===== src/hw/rtl/assert_macros.svh =====
// ---------------------------------------------------------------------------
// assertion macros
// shared concurrent assertion forms, compiled out when ASSERT_OFF is defined
// ---------------------------------------------------------------------------
`ifndef ASSERT_MACROS_SVH
`define ASSERT_MACROS_SVH

`ifndef ASSERT_OFF

// property must hold at every rising edge outside reset
`define BIL_ASSERT(lbl, clk_sig, rst_n_sig, prop) \
	lbl: assert property (@(posedge clk_sig) disable iff (!rst_n_sig) (prop)) \
		else $error("assertion failed");

// condition must never be seen at a rising edge outside reset
`define BIL_ASSERT_NEVER(lbl, clk_sig, rst_n_sig, cond) \
	lbl: assert property (@(posedge clk_sig) disable iff (!rst_n_sig) !(cond)) \
		else $error("forbidden condition seen");

`else

`define BIL_ASSERT(lbl, clk_sig, rst_n_sig, prop)
`define BIL_ASSERT_NEVER(lbl, clk_sig, rst_n_sig, cond)

`endif

`endif


===== src/hw/rtl/bil_pkg.sv =====
// ---------------------------------------------------------------------------
// bil_pkg
// sizes, operation and status codes and shared types of the indexed list
// ---------------------------------------------------------------------------
`default_nettype none

package bil_pkg;

	localparam int DEPTH     = 16;
	localparam int WORD_BITS = 32;

	// fixed field widths of the ports
	localparam int MODE_W   = 3;
	localparam int VALUE_W  = 32;
	localparam int POS_W    = 4;
	localparam int COUNT_W  = 5;
	localparam int STATUS_W = 2;

	localparam int IDX_W = $clog2(DEPTH);
	localparam int CNT_W = $clog2(DEPTH + 1);
	localparam int CMP_W = (CNT_W > POS_W) ? CNT_W : POS_W;

	// operation codes
	localparam logic [MODE_W-1:0] MODE_INS_FRONT = 3'd0;
	localparam logic [MODE_W-1:0] MODE_INS_BACK  = 3'd1;
	localparam logic [MODE_W-1:0] MODE_REM_FRONT = 3'd2;
	localparam logic [MODE_W-1:0] MODE_REM_BACK  = 3'd3;
	localparam logic [MODE_W-1:0] MODE_REM_AT    = 3'd4;
	localparam logic [MODE_W-1:0] MODE_READ      = 3'd5;

	// status codes
	localparam logic [STATUS_W-1:0] STAT_OK    = 2'd0;
	localparam logic [STATUS_W-1:0] STAT_RANGE = 2'd1;
	localparam logic [STATUS_W-1:0] STAT_FULL  = 2'd2;

	typedef logic signed [WORD_BITS-1:0] word_t;
	typedef logic [IDX_W-1:0]            idx_t;
	typedef logic [CNT_W-1:0]            cnt_t;

	typedef struct packed {
		logic  we;
		idx_t  waddr;
		word_t wdata;
		idx_t  raddr;
	} ram_req_t;

	typedef struct packed {
		logic signed [VALUE_W-1:0] word_out;
		logic [COUNT_W-1:0]        count;
		logic [STATUS_W-1:0]       status;
	} res_t;

endpackage

`default_nettype wire


===== src/hw/rtl/bounded_indexed_list_top.sv =====
// ---------------------------------------------------------------------------
// bounded_indexed_list_top
// bounded ordered list of signed words with insert, remove and indexed read
// ---------------------------------------------------------------------------
// use of the block
//   input channel: in_valid/in_ready carry one request word (mode, value,
//   position); output channel: out_valid/out_ready carry one result word
//   (word_out, count, status) for every request, in request order
//   from accept, insert back, insert front into an empty list, remove back,
//   removal of the last element and every error go straight to S_FIN; a
//   read passes S_RD and S_WR first; insert front into a list of n > 0
//   words moves each word up one slot, then puts the new word in S_PUT; a
//   removal first moves m words down (m = count - 1 - position)
//   each moved word takes a read step and a write step on the single port
//   pair of the slot store, so one request is in work at a time and
//   in_ready is high again in the same cycle as that request's result shows
//   the output register lets a new request be taken while a result waits;
//   a stalled receiver holds the result and the sequencer waits in its
//   final step until the register is free
//   reset clears the count to empty; slot contents are not cleared and
//   are only ever read below the count
// ---------------------------------------------------------------------------
`default_nettype none

module bounded_indexed_list_top
	import bil_pkg::*;
(
	input  wire logic                        clk,
	input  wire logic                        arst_n,
	input  wire logic                        in_valid,
	output logic                             in_ready,
	input  wire logic [MODE_W-1:0]           mode,
	input  wire logic signed [VALUE_W-1:0]   value,
	input  wire logic [POS_W-1:0]            position,
	output logic                             out_valid,
	input  wire logic                        out_ready,
	output logic signed [VALUE_W-1:0]        word_out,
	output logic [COUNT_W-1:0]               count,
	output logic [STATUS_W-1:0]              status
);

	ram_req_t ram_req;
	word_t    ram_rdata;
	logic     res_valid;
	logic     res_ready;
	res_t     res;

	// output register state
	logic     out_valid_q;
	res_t     out_q;

	// slot store
	bil_slot_ram u_ram (
		.clk   (clk),
		.req   (ram_req),
		.rdata (ram_rdata)
	);

	// sequencer with the occupancy count
	bil_ctrl u_ctrl (
		.clk       (clk),
		.arst_n    (arst_n),
		.in_valid  (in_valid),
		.in_ready  (in_ready),
		.mode      (mode),
		.value     (value),
		.position  (position),
		.res_valid (res_valid),
		.res_ready (res_ready),
		.res       (res),
		.ram_req   (ram_req),
		.ram_rdata (ram_rdata)
	);

	// the register takes a new result when empty or being drained this cycle
	assign res_ready = !out_valid_q || out_ready;

	always_ff @(posedge clk or negedge arst_n) begin
		if (!arst_n) begin
			out_valid_q <= 1'b0;
		end else if (res_ready) begin
			out_valid_q <= res_valid;
		end
	end

	always_ff @(posedge clk) begin
		if (res_valid && res_ready) begin
			out_q <= res;
		end
	end

	assign out_valid = out_valid_q;
	assign word_out  = out_q.word_out;
	assign count     = out_q.count;
	assign status    = out_q.status;

endmodule

`default_nettype wire


===== src/hw/rtl/bil_slot_ram.sv =====
// ---------------------------------------------------------------------------
// bil_slot_ram
// slot store: one write port, one read port with registered read data
// ---------------------------------------------------------------------------
`default_nettype none

module bil_slot_ram
	import bil_pkg::*;
(
	input  wire logic     clk,
	input  wire ram_req_t req,
	output word_t         rdata
);

	word_t mem_q [DEPTH];
	word_t rdata_q;

	always_ff @(posedge clk) begin
		if (req.we) begin
			mem_q[req.waddr] <= req.wdata;
		end
		rdata_q <= mem_q[req.raddr];
	end

	assign rdata = rdata_q;

endmodule

`default_nettype wire


===== src/hw/rtl/bil_ctrl.sv =====
// ---------------------------------------------------------------------------
// bil_ctrl
// operation sequencer: occupancy count and slot moves one word at a time
// ---------------------------------------------------------------------------
`default_nettype none
`include "assert_macros.svh"

module bil_ctrl
	import bil_pkg::*;
(
	input  wire logic                       clk,
	input  wire logic                       arst_n,
	input  wire logic                       in_valid,
	output logic                            in_ready,
	input  wire logic [MODE_W-1:0]          mode,
	input  wire logic signed [VALUE_W-1:0]  value,
	input  wire logic [POS_W-1:0]           position,
	output logic                            res_valid,
	input  wire logic                       res_ready,
	output res_t                            res,
	output ram_req_t                        ram_req,
	input  wire word_t                      ram_rdata
);

	localparam logic [2:0] S_IDLE = 3'd0;
	localparam logic [2:0] S_RD   = 3'd1;
	localparam logic [2:0] S_WR   = 3'd2;
	localparam logic [2:0] S_PUT  = 3'd3;
	localparam logic [2:0] S_FIN  = 3'd4;

	logic [2:0]        state_q, state_d;
	cnt_t              occ_q, occ_d;
	idx_t              ptr_q, ptr_d;
	logic [MODE_W-1:0] mode_q, mode_d;
	word_t             val_q, val_d;
	res_t              res_q, res_d;

	word_t      in_word;
	logic       pos_ok;
	logic       full;
	idx_t       rem_idx;
	logic       rem_ok;
	cnt_t       occ_dec;
	cnt_t       occ_inc;

	assign in_word = WORD_BITS'(value);
	assign pos_ok  = CMP_W'(position) < CMP_W'(occ_q);
	assign full    = occ_q == CNT_W'(DEPTH);
	assign occ_dec = occ_q - CNT_W'(1);
	assign occ_inc = occ_q + CNT_W'(1);
	assign rem_idx = (mode == MODE_REM_FRONT) ? '0 : IDX_W'(position);
	assign rem_ok  = (mode == MODE_REM_FRONT) ? (occ_q != '0) : pos_ok;

	always_comb begin
		state_d = state_q;
		occ_d   = occ_q;
		ptr_d   = ptr_q;
		mode_d  = mode_q;
		val_d   = val_q;
		res_d   = res_q;
		ram_req = '0;
		ram_req.raddr = ptr_q;
		ram_req.wdata = ram_rdata;
		unique case (state_q)
			S_IDLE: begin
				if (in_valid) begin
					mode_d  = mode;
					val_d   = in_word;
					state_d = S_FIN;
					res_d   = '{word_out: '1, count: COUNT_W'(occ_q), status: STAT_RANGE};
					unique case (mode)
						MODE_INS_FRONT, MODE_INS_BACK: begin
							if (full) begin
								res_d.status = STAT_FULL;
							end else if (mode == MODE_INS_BACK || occ_q == '0) begin
								ram_req.we    = 1'b1;
								ram_req.waddr = (mode == MODE_INS_BACK) ? IDX_W'(occ_q) : '0;
								ram_req.wdata = in_word;
								occ_d = occ_inc;
								res_d = '{word_out: VALUE_W'(in_word),
									count: COUNT_W'(occ_inc), status: STAT_OK};
							end else begin
								// shift up from the last element towards the front
								ptr_d   = IDX_W'(occ_dec);
								state_d = S_RD;
							end
						end
						MODE_REM_FRONT, MODE_REM_AT: begin
							if (rem_ok) begin
								if (CNT_W'(rem_idx) == occ_dec) begin
									occ_d = occ_dec;
									res_d = '{word_out: '0, count: COUNT_W'(occ_dec),
										status: STAT_OK};
								end else begin
									ptr_d   = rem_idx + idx_t'(1);
									state_d = S_RD;
								end
							end
						end
						MODE_REM_BACK: begin
							if (occ_q != '0) begin
								occ_d = occ_dec;
								res_d = '{word_out: '0, count: COUNT_W'(occ_dec),
									status: STAT_OK};
							end
						end
						MODE_READ: begin
							if (pos_ok) begin
								ptr_d   = IDX_W'(position);
								state_d = S_RD;
							end
						end
						default: begin
							// unknown mode keeps the error result
						end
					endcase
				end
			end
			S_RD: begin
				state_d = S_WR;
			end
			S_WR: begin
				priority if (mode_q == MODE_READ) begin
					res_d   = '{word_out: VALUE_W'(ram_rdata), count: COUNT_W'(occ_q),
						status: STAT_OK};
					state_d = S_FIN;
				end else if (mode_q == MODE_INS_FRONT) begin
					ram_req.we    = 1'b1;
					ram_req.waddr = ptr_q + idx_t'(1);
					if (ptr_q == '0) begin
						state_d = S_PUT;
					end else begin
						ptr_d   = ptr_q - idx_t'(1);
						state_d = S_RD;
					end
				end else begin
					// removal: close the gap one slot down
					ram_req.we    = 1'b1;
					ram_req.waddr = ptr_q - idx_t'(1);
					if (CNT_W'(ptr_q) == occ_dec) begin
						occ_d   = occ_dec;
						res_d   = '{word_out: '0, count: COUNT_W'(occ_dec), status: STAT_OK};
						state_d = S_FIN;
					end else begin
						ptr_d   = ptr_q + idx_t'(1);
						state_d = S_RD;
					end
				end
			end
			S_PUT: begin
				ram_req.we    = 1'b1;
				ram_req.waddr = '0;
				ram_req.wdata = val_q;
				occ_d   = occ_inc;
				res_d   = '{word_out: VALUE_W'(val_q), count: COUNT_W'(occ_inc),
					status: STAT_OK};
				state_d = S_FIN;
			end
			S_FIN: begin
				if (res_ready) begin
					state_d = S_IDLE;
				end
			end
			default: begin
				state_d = S_IDLE;
			end
		endcase
	end

	always_ff @(posedge clk or negedge arst_n) begin
		if (!arst_n) begin
			state_q <= S_IDLE;
			occ_q   <= '0;
		end else begin
			state_q <= state_d;
			occ_q   <= occ_d;
		end
	end

	always_ff @(posedge clk) begin
		ptr_q  <= ptr_d;
		mode_q <= mode_d;
		val_q  <= val_d;
		res_q  <= res_d;
	end

	assign in_ready  = state_q == S_IDLE;
	assign res_valid = state_q == S_FIN;
	assign res       = res_q;

	`BIL_ASSERT_NEVER(a_occ_range, clk, arst_n, occ_q > CNT_W'(DEPTH))
	`BIL_ASSERT_NEVER(a_no_write_on_read, clk, arst_n, (state_q == S_RD) && ram_req.we)
	`BIL_ASSERT(a_occ_held_in_move, clk, arst_n, (state_q == S_RD) |=> $stable(occ_q))
	`BIL_ASSERT(a_fin_held, clk, arst_n, (res_valid && !res_ready) |=> $stable(res_q))

endmodule

`default_nettype wire


===== config.mk =====
export PLATFORM = sky130hd
export DESIGN_NAME = bounded_indexed_list_top
export DESIGN_NICKNAME = d
export VERILOG_FILES = /design/src/hw/rtl/bil_pkg.sv /design/src/hw/rtl/bounded_indexed_list_top.sv /design/src/hw/rtl/bil_slot_ram.sv /design/src/hw/rtl/bil_ctrl.sv
export VERILOG_INCLUDE_DIRS = /design/src /design/src/hw/rtl
export SDC_FILE = /design/constraint.sdc
export NUM_CORES = 1
export LEC_CHECK = 0
export BUFFER_PORTS_ARGS = -buffer_cell sky130_fd_sc_hd__buf_2
export CORE_ASPECT_RATIO = 1.1
export CORE_MARGIN = 3
export CORE_UTILIZATION = 62
export DETAILED_ROUTE_END_ITERATION = 16
export PLACE_DENSITY = 0.77
export SETUP_SLACK_MARGIN = 0.02
export SYNTH_ARGS = -nofsm -noshare
export SYNTH_HDL_FRONTEND = slang
export SYNTH_SLANG_ARGS = --single-unit

===== constraint.sdc =====
create_clock -name clk -period 5.6 [get_ports clk]
set_clock_uncertainty 0.1 [all_clocks]
set_input_delay 1.12 -clock clk [delete_from_list [all_inputs] [get_ports clk]]
set_output_delay 1.12 -clock clk [all_outputs]
set_load 0.05 [all_outputs]

# Word level (Yosys, flattened, before mapping)
# Memory sizes are Yosys's and may differ from the RTL's. A register that Yosys moved wholly into a read port is not among the register bits.
# Index checks and enable logic that the tools add are counted.
[op_classes]
add_sub_neg = 5
n_reduce_logical = 19
n_lt_le_gt_ge = 1
muxes = 61
eq_ne = 32
[op_table]
columns = ["cell", "count"]
rows = [
  ["$mux 39", 8],
  ["$pmux 39 s3", 2],
  ["$mux 37", 5],
  ["$pmux 32 s2", 1],
  ["$mux 4", 13],
  ["$mux 5", 10],
  ["$pmux 5 s3", 3],
  ["$mux 3", 10],
  ["$reduce_and 11->1", 2],
  ["$ne 3x2->1 const B", 7],
  ["$pmux 3 s5", 1],
  ["$eq 3x2->1 const B", 4],
  ["$eq 3x3->1 const B", 4],
  ["$ne 3x3->1 const B", 4],
  ["$pmux 4 s3", 1],
  ["$eq 4x5->1", 2],
  ["$logic_not 3->1", 3],
  ["$pmux 3 s3", 1],
  ["$add 4x1->4 const B", 2],
  ["$ne 4x1->1 const B", 2],
  ["$pmux 4 s2", 1],
  ["$eq 3x1->1 const B", 2],
  ["$ne 2x2->1 const B", 3],
  ["$add 5x1->5 const B", 1],
  ["other kinds (19)", 26],
]
[word_totals]
input_bits = 43
register_bits = 126
ramBits = 512
n_memories = 1
[memory_table]
columns = ["memory", "depth", "width", "read_ports", "rd_ports_with_merged_regs", "write_ports", "line", "source"]
rows = [
  ["u_ram.mem_q", 16, 32, 1, 1, 1, "bil_slot_ram.sv:15", "word_t mem_q [DEPTH];"],
]

# Depth between registers and ports, before layout
[depth]
word_depth = 9
depth_mapped = 11
depth_no_buf = 8

# Modules after synthesis
# A second synthesis with hierarchy kept.
[unflattened]
cells_unflattened = 1451
hier_area_um2 = 26686.8
[modules_own_cells]
columns = ["module", "area_per_inst_um2", "instances", "seq_area_each_um2", "cells_per_inst"]
rows = [
  ["bil_slot_ram", 19835.3, 1, 16015.4, 838],
  ["bil_ctrl", 5626.6, 1, 2542.4, 570],
  ["bounded_indexed_list_top", 1224.9, 1, 1196.1, 43],
]

# Worst setup path before layout
# OpenSTA, ideal clock, no wires.
[synth_timing]
kind = "register -> register"
start = "register u_ctrl.ptr_q[1]"
end = "memory u_ram.mem_q[0][0] (netlist name), enable pin"
path_buffers = 3
setup_ps = 421
arrival_ps = 4035
path_slack_ps = 1044
path_stages_with_launch = 11
path_cell_list = "edfxtp_1 -> clkbuf_1 -> clkbuf_1 -> clkbuf_1 -> inv_1 -> ha_1 -> xnor2_1 -> a22o_1 -> o21bai_1 -> or4b_1 -> nor2_1"
[synth_via]
elab_chain_len = 4
elab_cells_between_ends = 5
cone_classes = "2 x add/sub; 3 x mux"
[synth_lines]
columns = ["item", "line", "source"]
rows = [
  ["from (decl)", "bil_ctrl.sv:33", "idx_t ptr_q, ptr_d;"],
  ["from (signal assigned)", "bil_ctrl.sv:181", "ptr_q <= ptr_d;"],
  ["$sub 4x1->4 / $add 4x1->4 (equally long branches)", "bil_ctrl.sv:139, bil_ctrl.sv:129", ""],
  ["$mux 4 (*)", "bil_ctrl.sv:127", "end else if (mode_q == MODE_INS_FRONT) begin"],
  ["$mux 5 (*)", "bil_ctrl.sv:123", "priority if (mode_q == MODE_READ) begin"],
  ["$pmux 5 s3 (*)", "bil_ctrl.sv:64", "unique case (state_q)"],
  ["to (decl)", "bil_slot_ram.sv:15", ""],
]
# Mark *: on every way between the ends. The rest lies on a longest branch, timed or not.

# Worst setup path after layout
[layout_timing]
start = "register u_ctrl.occ_q[0]"
end = "memory u_ram.mem_q[12][8] (netlist name), enable pin"
[layout_via]
elab_chain_len = 9
elab_cells_between_ends = 11
cone_classes = "1 x eq/ne; 8 x mux; 2 x reduce/logical"
[layout_lines]
columns = ["item", "line", "source"]
rows = [
  ["from (decl)", "bil_ctrl.sv:32", "cnt_t occ_q, occ_d;"],
  ["from (signal assigned)", "bil_ctrl.sv:173", "occ_q <= '0;"],
  ["from (signal assigned)", "bil_ctrl.sv:176", "occ_q <= occ_d;"],
  ["$logic_not 5->1", "bil_ctrl.sv:75", "end else if (mode == MODE_INS_BACK || occ_q == '0) begin"],
  ["$logic_or 1x1->1", "bil_ctrl.sv:75", ""],
  ["$mux 37", "bil_ctrl.sv:75", ""],
  ["$mux 37 (*)", "bil_ctrl.sv:73", "if (full) begin"],
  ["$mux 37 (*)", "bil_ctrl.sv:71", "unique case (mode)"],
  ["$mux 37 (*)", "bil_ctrl.sv:66", "if (in_valid) begin"],
  ["$pmux 5 s3 (*)", "bil_ctrl.sv:64", ""],
  ["$mux 1", "bil_slot_ram.sv:19", "if (req.we) begin"],
  ["$mux 1 (implied by the code)", "bil_slot_ram.sv:20", "mem_q[req.waddr] <= req.wdata;"],
]
# Marked as above.

==> impl_metrics.env <==
export IMPL_hold_buffers=0
export IMPL_ys_warn_count=0
export IMPL_path_cells="inv_1 > ha_1 > nor3b_2 > a211oi_1 > a22o_1 > o21bai_1 > or4b_1 > nor2_4 > buf_4"
export IMPL_num_antenna_cells=0
export IMPL_syn_area_um2=26680
export IMPL_route_detailed_drc=0
export IMPL_ctsResizeCount=0
export IMPL_power_density_nw_per_um2=518.6
export IMPL_synth_compound_area_share_pct=5.055
export IMPL_ys_async_sr_fraction_pct=1.343
export IMPL_grt_max_degree=134
export IMPL_worstPathRequired_ns=5.77
export IMPL_grt_pass1_wl_um=90500
export IMPL_wire_per_inst_um=28.55
export IMPL_fmax_mhz=228.0
export IMPL_place_hpwl_um=34180
export IMPL_slowest_stage="or4b_1"
export IMPL_final_cells=2105
export IMPL_worstPathMaxFanout=21
export IMPL_rsz0062_at_grt="no"
export IMPL_h_tree_depth=2
export IMPL_worst_pin_slew_ns=1.193
export IMPL_slew_headroom_pct=20.25
export IMPL_clkTransAtPathRegs_ns=0.07
export IMPL_synth_flop_cell="edfxtp_1"
export IMPL_max_cap_viol_count=0
export IMPL_synth_cells=1394
export IMPL_drive_gt1_share_pct=26.20
export IMPL_die_w_um=203.8
export IMPL_crit_arrival_ns=4.56
export IMPL_drv_slew=0
export IMPL_min_path_type="in -> async"
export IMPL_critPathLaunchType="register"
export IMPL_wl_met3_um=3855
export IMPL_root_buffer="clkbuf_16"
export IMPL_startpoint="u_ctrl.occ_q[0]"
export IMPL_wl_met2_um=30560
export IMPL_wl_um=60110
export IMPL_layout_worst_path_cycle_share_pct=78.33
export IMPL_cts_sinks=670
export IMPL_area_delta_synth_final_pct=11.79
export IMPL_die_y_um=223.6
export IMPL_ys_seq_elements=670
export IMPL_cts_made_buffers=61
export IMPL_setup_viol=0
export IMPL_routabilityCongestion=0.9107
export IMPL_final_nets=1542
export IMPL_synth_edf_count=629
export IMPL_syn_nets=1446
export IMPL_portBuffers=83
export IMPL_syn_mean_instance_area_um2=19.14
export IMPL_grt_ovfl_total=0
export IMPL_ir_worst_vdd_uv=332.2
export IMPL_yosysSeqAreaShare_pct=74.03
export IMPL_rows=79
export IMPL_ant_nets=0
export IMPL_die_area_um2=45570
export IMPL_synth_mux_area_share_pct=14.00
export IMPL_synth_top_area_share_pct=70.78
export IMPL_hold_violations=0
export IMPL_yosys_top_cells_area="edfxtp_1 (71%), mux4_2 (14%), dfxtp_1 (2.4%), a22oi_1 (1.9%), nand2_1 (1.2%)"
export IMPL_synthSimpleGateAreaFrac_pct=4.309
export IMPL_synth_top_family_by_area="multiplexers"
export IMPL_drt_met1_wl_um=23640
export IMPL_status="finished, final reports clean"
export IMPL_grt_usage_pct=26.90
export IMPL_critical_path_max_stage_delay_ns=0.73
export IMPL_io_pins=84
export IMPL_tns_ns=0
export IMPL_highest_layer="met4"
export IMPL_insertion_delay_ns=0.64
export IMPL_post_route_min_period_ns=4.387
export IMPL_r2r_start="u_ctrl.occ_q[0]"
export IMPL_drt_iter0_drc=1485
export IMPL_synth_xor_area_share_pct=0.6893
export IMPL_synthAdderAreaFrac_pct=0.4220
export IMPL_worstSetupEndpointType="register"
export IMPL_p_leak_nw=9.636
export IMPL_clock_path_buffers=3
export IMPL_initial_core_util_pct=62.93
export IMPL_vias=14030
export IMPL_dr_pass1_iters=6
export IMPL_postCtsSetupBuffers=0
export IMPL_viasPerCell=6.665
export IMPL_grt_pass1_vias=14400
export IMPL_antenna_found_initial=2
export IMPL_critical_path_class="reg -> reg"
export IMPL_synth_top_area_cell="edfxtp_1"
export IMPL_core_area_um2=42400
export IMPL_cts_tree="built"
export IMPL_placed_cells=1994
export IMPL_synth_distinct_cells=69
==> path summary, 6_finish.rpt <==
check / end / slack [ns] / cells after the start
setup / recovery: u_ram.mem_q[12][8] / 1.21 / 9
hold / removal: u_ctrl.state_q[2] / 0.25 / 1
setup reg to reg: u_ram.mem_q[12][8] / 1.21 / 9
hold reg to reg: word_out[8] / 0.31 / 0
max in group asynchronous: u_ctrl.occ_q[0] / 4.94 / 1
min in group clk: word_out[8] / 0.31 / 0
==> cells in the final DEF, fill, tap and decap left out, types with 5 or more instances in the layout <==
cell       instances
edfxtp_1         629
mux4_2           160
nand2_1           84
buf_2             83
a22oi_1           67
clkbuf_16         61
o21ai_0           43
nand3_1           43
buf_4             32
dfxtp_1           32
a21oi_1           20
nor2_1            18
xnor2_1           17
clkinv_1          17
nor2_4            16
inv_1             14
nand2b_1          13
clkinv_2          13
mux2i_1           12
nor3_1            10
o211ai_1           9
ha_1               9
dfrtp_1            9
a31oi_1            8
clkbuf_1           8
o31ai_1            7
bufinv_16          6
a22o_1             5
or3_1              5
==> final cells by class <==
class                   instances  area [um2]
clock inverters                42       391.6
repair buffers                116       675.6
inverters                      16       60.06
multi-input cells             625        6683
flip-flops and latches        670       19750
clock buffers                  69        1556
fillers                      2523       12570
well taps                     567       709.4
==> per-stage QoR <==
| stage | hold slack, ns | setup slack, ns | total power (W) | util, % | instance area, um2 |
|---|---|---|---|---|---|
| after global placement | 0.3030 | 1.285 | 0.01131 | 65.75 | 27880 |
| after floorplan | 0.3003 | 1.044 | 0.01014 | - | 26680 |
| after global routing | 0.2577 | 0.9085 | 0.01606 | 70.35 | 29830 |
| final | 0.2534 | 1.213 | 0.01547 | 70.35 | 29830 |
| after detailed placement | 0.3045 | 1.188 | 0.01146 | 65.75 | 27880 |
| after CTS | 0.2358 | 1.232 | 0.01552 | 70.35 | 29830 |
==> registers in the layout, indices dropped and copies added (netlist names) <==
| name | count |
|---|---|
| u_ctrl.state_q | 3 |
| u_ctrl.res | 39 |
| u_ctrl.val_q | 32 |
| status | 2 |
| u_ctrl.ptr_q | 4 |
| out_valid | 1 |
| u_ram.mem_q | 512 |
| u_ctrl.mode_q | 3 |
| u_ram.rdata | 32 |
| u_ctrl.occ_q | 5 |
| word_out | 32 |
| count | 5 |
==> synthesized netlist by cell type, types with 13 or more instances <==
library cell / instances
edfxtp_1: 629
o21ai_0: 43
nand2_1: 84
mux4_2: 160
buf_1: 20
dfxtp_1: 32
nor2_1: 35
clkbuf_1: 51
a21oi_1: 21
inv_1: 15
a22oi_1: 67
nand2b_1: 13
xnor2_1: 17
nand3_1: 43
==> layer usage <==
| metal | vias up | global-route usage [%] |
|---|---|---|
| met2 | 660 | 43.94 |
| met5 | - | 0 |
| li1 | 5931 | - |
| met3 | 137 | 3.953 |
| met1 | 7302 | 37.75 |
| met4 | 0 | 10.46 |
==> critical path, delay by kind of cell, from the launching register on <==
family          cells  cell delay, ns
compound gates      3            0.63
flops               1            0.60
fa+ha+maj           1            0.36
simple gates        3            1.65
buf+inv             2            0.62
==> cells by family after synthesis <==
| group | Yosys count |
|---|---|
| flops | 670 |
| simple gates | 227 |
| compound gates | 195 |
| mux | 173 |
| buf+inv | 99 |
| xor+xnor | 21 |
| fa+ha+maj | 9 |
==> report_power, final <==
group	total [W]	switching (W)	internal [W]
registers	0.00729	0.000369	0.00692
clock network	0.00405	0.00178	0.00227
logic	0.00412	0.00273	0.00139
total	0.0155	0.00488	0.0106
Power figures use the tool's default switching activity.
